$ cat config.mk
export PLATFORM = sky130hd
export DESIGN_NAME = edifact_byte_tokenizer_top
export DESIGN_NICKNAME = d
export VERILOG_FILES = /design/src/edi_tok_pkg.sv /design/src/edifact_byte_tokenizer_top.sv
export SDC_FILE = /design/constraint.sdc
export NUM_CORES = 1
export LEC_CHECK = 0
export ABC_AREA = 1
export BUFFER_PORTS_ARGS = -buffer_cell sky130_fd_sc_hd__buf_2
export CORE_UTILIZATION = 55
export CTS_CLUSTER_DIAMETER = 200
export DETAILED_ROUTE_END_ITERATION = 6
export PLACE_DENSITY = 0.75
export SLEW_MARGIN = 5
export SYNTH_ARGS = -nofsm -noshare
export SYNTH_HDL_FRONTEND = slang
export SYNTH_SLANG_ARGS = --single-unit
$ cat constraint.sdc
create_clock -name clk -period 2 [get_ports clk]
set_input_delay 0.2 -clock clk [delete_from_list [all_inputs] [get_ports clk]]
set_output_delay 0.2 -clock clk [all_outputs]
set_load 0.01 [all_outputs]
$ cat src/edi_tok_pkg.sv
// Package with constants and codes shared by the EDIFACT byte tokenizer.
package edi_tok_pkg;

	localparam int unsigned CharW = 8;
	localparam int unsigned CfgIdxW = 2;
	localparam int unsigned TagLenW = 2;
	localparam int unsigned TagW = 3 * CharW;

	// Configuration register indexes.
	localparam logic [CfgIdxW-1:0] CFG_COMPONENT_SEP = 2'd0;
	localparam logic [CfgIdxW-1:0] CFG_ELEMENT_SEP   = 2'd1;
	localparam logic [CfgIdxW-1:0] CFG_RELEASE_CHAR  = 2'd2;
	localparam logic [CfgIdxW-1:0] CFG_SEGMENT_TERM  = 2'd3;

	// Reset values of the delimiter registers.
	localparam logic [CharW-1:0] RST_COMPONENT_SEP = 8'h3A;
	localparam logic [CharW-1:0] RST_ELEMENT_SEP   = 8'h2B;
	localparam logic [CharW-1:0] RST_RELEASE_CHAR  = 8'h3F;
	localparam logic [CharW-1:0] RST_SEGMENT_TERM  = 8'h27;

	localparam logic [CharW-1:0] CHAR_CR = 8'h0D;
	localparam logic [CharW-1:0] CHAR_LF = 8'h0A;

	// Control tags all begin with "UN".
	localparam logic [2*CharW-1:0] CTRL_PREFIX = 16'h554E;
	localparam logic [CharW-1:0] CTRL_A = 8'h41;
	localparam logic [CharW-1:0] CTRL_B = 8'h42;
	localparam logic [CharW-1:0] CTRL_H = 8'h48;
	localparam logic [CharW-1:0] CTRL_T = 8'h54;
	localparam logic [CharW-1:0] CTRL_Z = 8'h5A;

	localparam logic [TagLenW-1:0] TAG_FULL = 2'd3;

	// Style of a closed run.
	localparam logic [1:0] RUN_SEG_TAG  = 2'd0;
	localparam logic [1:0] RUN_CTRL_TAG = 2'd1;
	localparam logic [1:0] RUN_VALUE    = 2'd2;

	// Class of the current byte.
	localparam logic [1:0] BYTE_JOIN  = 2'd0;
	localparam logic [1:0] BYTE_SEP   = 2'd1;
	localparam logic [1:0] BYTE_LINE  = 2'd2;
	localparam logic [1:0] BYTE_FINAL = 2'd3;

endpackage

$ cat src/edifact_byte_tokenizer_top.sv
// Output: the result beat of an accepted byte is on the output register in the next cycle.
// Throughput: one byte per cycle; the only storage between the sides is the result register,
// and a new byte is taken whenever that register is empty or is being read in the same cycle.
// Reset: arst_n clears the tokenizer state (start of segment, no escape, empty tag), empties
// the result register and loads the delimiter registers with : + ? and apostrophe.
module edifact_byte_tokenizer_top (
	input  logic                          clk,
	input  logic                          arst_n,
	input  logic                          in_valid,
	output logic                          in_ready,
	input  logic [edi_tok_pkg::CharW-1:0] text_byte,
	input  logic                          final_byte,
	output logic                          out_valid,
	input  logic                          out_ready,
	output logic                          closes_before,
	output logic [1:0]                    closed_style,
	output logic [1:0]                    byte_style,
	output logic                          tag_mode_after,
	input  logic                          cfg_we,
	input  logic [edi_tok_pkg::CfgIdxW-1:0] cfg_index,
	input  logic [edi_tok_pkg::CharW-1:0] cfg_wdata
);
	import edi_tok_pkg::*;

	logic [CharW-1:0]   component_sep_q;
	logic [CharW-1:0]   element_sep_q;
	logic [CharW-1:0]   release_char_q;
	logic [CharW-1:0]   segment_term_q;

	logic               escaped_q, escaped_d;
	logic               in_tag_q, in_tag_d;
	logic [TagW-1:0]    tag_chars_q, tag_chars_d;
	logic [TagLenW-1:0] tag_len_q, tag_len_d;

	logic               out_valid_q;
	logic               closes_q, closes_d;
	logic [1:0]         closed_q, closed_d;
	logic [1:0]         bstyle_q, bstyle_d;
	logic               tag_mode_q;

	logic               accept;
	logic               is_ctrl;
	logic [1:0]         run_style;
	logic [CharW-1:0]   tag_last;

	assign in_ready = !out_valid_q || out_ready;
	assign accept   = in_valid && in_ready;

	always_ff @(posedge clk or negedge arst_n) begin
		if (!arst_n) begin
			component_sep_q <= RST_COMPONENT_SEP;
			element_sep_q   <= RST_ELEMENT_SEP;
			release_char_q  <= RST_RELEASE_CHAR;
			segment_term_q  <= RST_SEGMENT_TERM;
		end else if (cfg_we) begin
			unique case (cfg_index)
				CFG_COMPONENT_SEP: component_sep_q <= cfg_wdata;
				CFG_ELEMENT_SEP:   element_sep_q   <= cfg_wdata;
				CFG_RELEASE_CHAR:  release_char_q  <= cfg_wdata;
				CFG_SEGMENT_TERM:  segment_term_q  <= cfg_wdata;
				default: ;
			endcase
		end
	end

	// Only a tag of exactly three letters can name a control segment.
	assign tag_last = tag_chars_q[CharW-1:0];
	assign is_ctrl  = (tag_len_q == TAG_FULL) && (tag_chars_q[TagW-1:CharW] == CTRL_PREFIX) &&
		((tag_last == CTRL_A) || (tag_last == CTRL_B) || (tag_last == CTRL_H) ||
		 (tag_last == CTRL_T) || (tag_last == CTRL_Z));

	always_comb begin
		if (!in_tag_q) begin
			run_style = RUN_VALUE;
		end else if (is_ctrl) begin
			run_style = RUN_CTRL_TAG;
		end else begin
			run_style = RUN_SEG_TAG;
		end
	end

	always_comb begin
		escaped_d   = escaped_q;
		in_tag_d    = in_tag_q;
		tag_chars_d = tag_chars_q;
		tag_len_d   = tag_len_q;
		closes_d    = 1'b0;
		closed_d    = RUN_SEG_TAG;
		bstyle_d    = BYTE_JOIN;

		if (escaped_q) begin
			escaped_d = 1'b0;
		end else if (text_byte == release_char_q) begin
			escaped_d = 1'b1;
		end else if ((text_byte == CHAR_CR) || (text_byte == CHAR_LF)) begin
			bstyle_d    = BYTE_LINE;
			in_tag_d    = 1'b1;
			tag_chars_d = '0;
			tag_len_d   = '0;
		end else if ((text_byte == element_sep_q) || (text_byte == component_sep_q)) begin
			closes_d = 1'b1;
			closed_d = run_style;
			bstyle_d = BYTE_SEP;
			in_tag_d = 1'b0;
		end else if (text_byte == segment_term_q) begin
			closes_d    = 1'b1;
			closed_d    = run_style;
			bstyle_d    = BYTE_SEP;
			in_tag_d    = 1'b1;
			tag_chars_d = '0;
			tag_len_d   = '0;
		end else if (in_tag_q) begin
			// A fourth letter turns the tag into value text.
			if (tag_len_q != TAG_FULL) begin
				tag_chars_d = {tag_chars_q[TagW-CharW-1:0], text_byte};
				tag_len_d   = tag_len_q + 1'b1;
			end else begin
				in_tag_d = 1'b0;
			end
		end

		// A final byte that would join the run closes it as a value run; every final byte rearms for a new text.
		if (final_byte) begin
			if (bstyle_d == BYTE_JOIN) begin
				bstyle_d = BYTE_FINAL;
				closed_d = RUN_VALUE;
			end
			escaped_d   = 1'b0;
			in_tag_d    = 1'b1;
			tag_chars_d = '0;
			tag_len_d   = '0;
		end
	end

	always_ff @(posedge clk or negedge arst_n) begin
		if (!arst_n) begin
			escaped_q   <= 1'b0;
			in_tag_q    <= 1'b1;
			tag_chars_q <= '0;
			tag_len_q   <= '0;
			out_valid_q <= 1'b0;
		end else begin
			if (accept) begin
				escaped_q   <= escaped_d;
				in_tag_q    <= in_tag_d;
				tag_chars_q <= tag_chars_d;
				tag_len_q   <= tag_len_d;
				out_valid_q <= 1'b1;
			end else if (out_ready) begin
				out_valid_q <= 1'b0;
			end
		end
	end

	always_ff @(posedge clk) begin
		if (accept) begin
			closes_q   <= closes_d;
			closed_q   <= closed_d;
			bstyle_q   <= bstyle_d;
			tag_mode_q <= in_tag_d;
		end
	end

	assign out_valid      = out_valid_q;
	assign closes_before  = closes_q;
	assign closed_style   = closed_q;
	assign byte_style     = bstyle_q;
	assign tag_mode_after = tag_mode_q;

`ifndef NO_ASSERTIONS
	a_final_closes_value: assert property (@(posedge clk) disable iff (!arst_n)
		out_valid && (byte_style == BYTE_FINAL) |-> (closed_style == RUN_VALUE) && !closes_before)
		else $error("final close beat carries wrong run style");

	a_close_is_sep: assert property (@(posedge clk) disable iff (!arst_n)
		out_valid && closes_before |-> (byte_style == BYTE_SEP))
		else $error("run closed by a byte that is not a separator");

	a_final_rearms: assert property (@(posedge clk) disable iff (!arst_n)
		accept && final_byte |=> in_tag_q && !escaped_q && (tag_len_q == '0) && tag_mode_after)
		else $error("tokenizer did not rearm after the final byte");

	a_style_range: assert property (@(posedge clk) disable iff (!arst_n)
		out_valid |-> (closed_style == RUN_SEG_TAG) || (closed_style == RUN_CTRL_TAG) ||
			(closed_style == RUN_VALUE))
		else $error("closed run style out of range");
`endif

endmodule
==> summary.md <==
| Metric | Value |
|---|---|
| R2R Path Start | `segment_term_q[1]` |
| Yosys warns | `0` |
| Critical-path cell list | `inv_1 -> nand2_1 -> nand4_1 -> nor2_1 -> nand2_1 -> nand2_2 -> nor2_1 -> nand3_1 -> nand2_1` |
| Final ANT Viol Nets | `0` |
| First-pass GRT wire length | `12.2 mm` |
| Initial antenna violation count | `0` |
| Clock Power Share | `29.8%` |
| Max-Cap Viols | `0` |
| Drt pass-1 iters | `4` |
| Setup crit end kind | `flop` |
| Hold Path Cell Cnt | `4` |
| Power Internal | `2.48 mW` |
| Worst hold path type | `input pin to flop` |
| Crit Path Max Fanout | `26` |
| Starting density of the core | `58.4%` |
| Final hold vios | `0` |
| Clock sinks | `67` |
| I/O Buffers | `31` |
| DR vias | `2984` |
| Count of unique library cells instantiated by Yosys | `27` |
| Clock-pin slew on the worst setup and hold paths | `0.07 ns` |
| Net count reported at finish | `528` |
| DR iter-0 viols | `151` |
| Worst Max-Slew Pin Slew | `0.572 ns` |
| Worst R2R Path Depth | `9` |
| Flop-to-flop setup slack | `0.16 ns` |
| Critical Path Start Type | `flop` |
| Die Y | `82.3 um` |
| Sw Ratio | `30.3%` |
| Fill count | `527` |
| RSZ-0062 raised after global routing | `no` |
| Root buf cell | `clkbuf_8` |
| Core footprint | `6060 um^2` |
| Commonest non-fill, non-tap cell in the layout | `nand2_1` |
| Grt total ovfl | `0` |
| Total GRT Usage | `24.3%` |
| Layout Skew | `0.0119 ns` |
| Most frequent cells in the layout | `nand2_1, inv_1, nor2_1, dfrtp_1, nand3_1` |
| CP delay by family, top | `simple AND/OR/NAND/NOR gates` |
| Placer Congestion | `0.851` |
| Critical path data arrival time | `2.06 ns` |
| Worst Setup Path Type | `flop to flop` |
| Register area share after synthesis | `48.9%` |
| Worst-case clock buffer depth | `2` |
| Syn_nets | `493` |
| Gate power share | `20.4%` |
| Largest net degree at the start of global routing | `40` |
| Cts bufs inserted | `9` |
| Flop pwr share | `49.9%` |
| Critical Path Stages | `9` |
| Layout cells sized above 1 | `17.3%` |
| FF+latch count, synth | `67` |
| Psw | `1.07 mW` |
| Endpoints failing setup | `0` |
| Worst Hold Endpoint | `out_valid` |
| Post-DP HPWL | `5.16 mm` |
| Worst path bufs/invs | `1` |
| Hold Crit Start | `out_ready` |
| Syn Inst Count | `468` |
| Ratio of final minimum period to clock period | `91.8%` |
| TritonCTS clock tree | `yes` |
| ANT cells | `0` |
| Htree depth | `3` |
| Slew margin rel. | `61.7%` |
| Final TNS setup | `0 ns` |
| Placed inst area | `3730 um^2` |
| Vias in the first global route | `2841` |
| Worst EP required | `2.22 ns` |
| # DRC | `0` |
| Max Fclk | `0.545 GHz` |
| Max VDD drop | `542 uV` |
| Std-Cell Rows | `28` |
| Final Cell Area | `3980 um^2` |
| Crit path largest cell delay | `0.54 ns` |
| Die Wd | `82.3 um` |
| Top Ports | `32` |
| Slowest-stage cell, CP | `dfstp_2` |
| Mean Syn Cell Area | `7.57 um^2` |
| Outcome | `completed` |
| Clock period minus worst slack | `1.84 ns` |
| Final WL | `7.31 mm` |
| Slew Viols, Final | `0` |
| Pwr Density | `894 nW/um^2` |
| Clock latency on the worst-skew pair | `0.34 ns` |
| Drt wl/cell | `12.5 um` |
| FF-to-FF End | `tag_chars_q[6]` |
| Netlist Area Pre-Place | `3540 um^2` |
| Total die area | `6770 um^2` |
| Area Growth Syn to Fin | `12.2%` |
| Crit-path most repeated cell | `nand2_1` |
| Leak Pwr | `2.07 nW` |
| Vias/cell | `5.12` |
routing by layer:
layer | GRT usage [%] | vias up | share of wire [%]
met5 | 0 | - | 0
met4 | 10.9 | 0 | 1.9
met3 | 5.05 | 14 | 3.0
met2 | 43.6 | 48 | 51
met1 | 27.7 | 1391 | 44
li1 | - | 1531 | -
worst min-delay path, cell delays in order:
cell,delay (ns)
buf_2,0.08
inv_1,0.03
nand2_1,0.07
nand2_1,0.06
worst max-delay path by stage:
stage	to	slack [ns]	startpoint
2_1_floorplan	tag_chars_q[3]	0.39	release_char_q[5]
3_3_place_gp	tag_chars_q[10]	0.20	segment_term_q[1]
3_5_place_dp	tag_chars_q[9]	0.15	segment_term_q[0]
4_1_cts	tag_chars_q[9]	0.14	segment_term_q[0]
5_1_grt	tag_chars_q[6]	0.01	segment_term_q[0]
6_report	tag_chars_q[6]	0.16	segment_term_q[1]
sequential cells by signal (all words and copies together), names as in the netlist:
register,count
closes_before,1
tag_chars_q,24
segment_term_q,8
in_tag_q,1
out_valid,1
tag_len_q,2
component_sep_q,8
tag_mode_after,1
escaped_q,1
closed_style,2
byte_style,2
release_char_q,8
element_sep_q,8
metrics by stage:
| step | setup WS, ns | cells | util [%] | hold slack [ns] | total power [mW] |
|---|---|---|---|---|---|
| CTS | 0.136 | 579 | 64.6 | 0.128 | 3.55 |
| finish | 0.164 | 583 | 65.6 | 0.138 | 3.55 |
| global route | 0.0109 | 583 | 65.6 | 0.150 | 3.77 |
| global placement | 0.196 | 562 | 61.5 | 0.224 | 2.45 |
| detailed placement | 0.149 | 562 | 61.5 | 0.229 | 2.49 |
| floorplan | 0.390 | 468 | - | -0.0956 | 2.29 |
Yosys cell counts:
library cell / count / area, um^2
edfxtp_1: 6 / 180
nand2_2: 5 / 31.3
buf_2: 5 / 25.0
nor3_1: 1 / 5.00
nor4_1: 1 / 6.26
dfstp_2: 19 / 499
or2_2: 1 / 6.26
nand2_4: 2 / 22.5
clkbuf_1: 4 / 15.0
o22ai_1: 1 / 6.26
buf_6: 4 / 45.0
nor2_1: 42 / 158
nand4_1: 16 / 100
buf_4: 2 / 15.0
dfrtp_1: 42 / 1050
o31ai_1: 1 / 7.51
inv_2: 7 / 26.3
ha_1: 1 / 12.5
xor2_1: 11 / 96.3
nor2_2: 3 / 18.8
nand3_1: 36 / 180
xnor2_1: 2 / 17.5
a21oi_1: 2 / 10.0
o21ai_0: 33 / 165
inv_1: 62 / 233
nand2_1: 158 / 593
a21oi_4: 1 / 16.3
power by group through the flow:
stage | Sequential (mW) | Clock, mW | Combinational (mW)
after floorplan | 1.76 | 0 | 0.529
after global placement | 1.78 | 0 | 0.670
after detailed placement | 1.79 | 0 | 0.697
after CTS | 1.77 | 1.08 | 0.701
after global routing | 1.80 | 1.13 | 0.839
final | 1.77 | 1.06 | 0.723
cell type report:
cell class                      instances  area, um^2  share of cell area, %
Clock buffer                           13         139                   3.49
Clock inverter                          3        40.0                   1.01
Inverter                               69         259                   6.52
Multi-Input combinational cell        317        1470                   36.9
Sequential cell                        67        1730                   43.5
Tap cell                               75        93.8                   2.36
Timing Repair Buffer                   39         246                   6.20
repair_timing:
item	CTS	global route
hold buffers	1	0
setup buffers	0	4
endpoints found under the hold margin	19	0
resized for setup	0	3
setup endpoints to repair	0	23
cells by family (layout without fill, tap and decap cells):
logic type               after synthesis  after routing  share of synthesized area [%]
AO/OA/AOI/OAI                         38             38                           5.79
AND/OR/NAND/NOR                      265            265                           31.6
XOR/XNOR                              13             13                           3.21
buffers and inverters                 84            124                           10.1
flip-flops                            67             67                           48.9
adder cells (fa/ha/maj)                1              1                          0.353
Note: power is estimated with default switching activity, not from simulation.
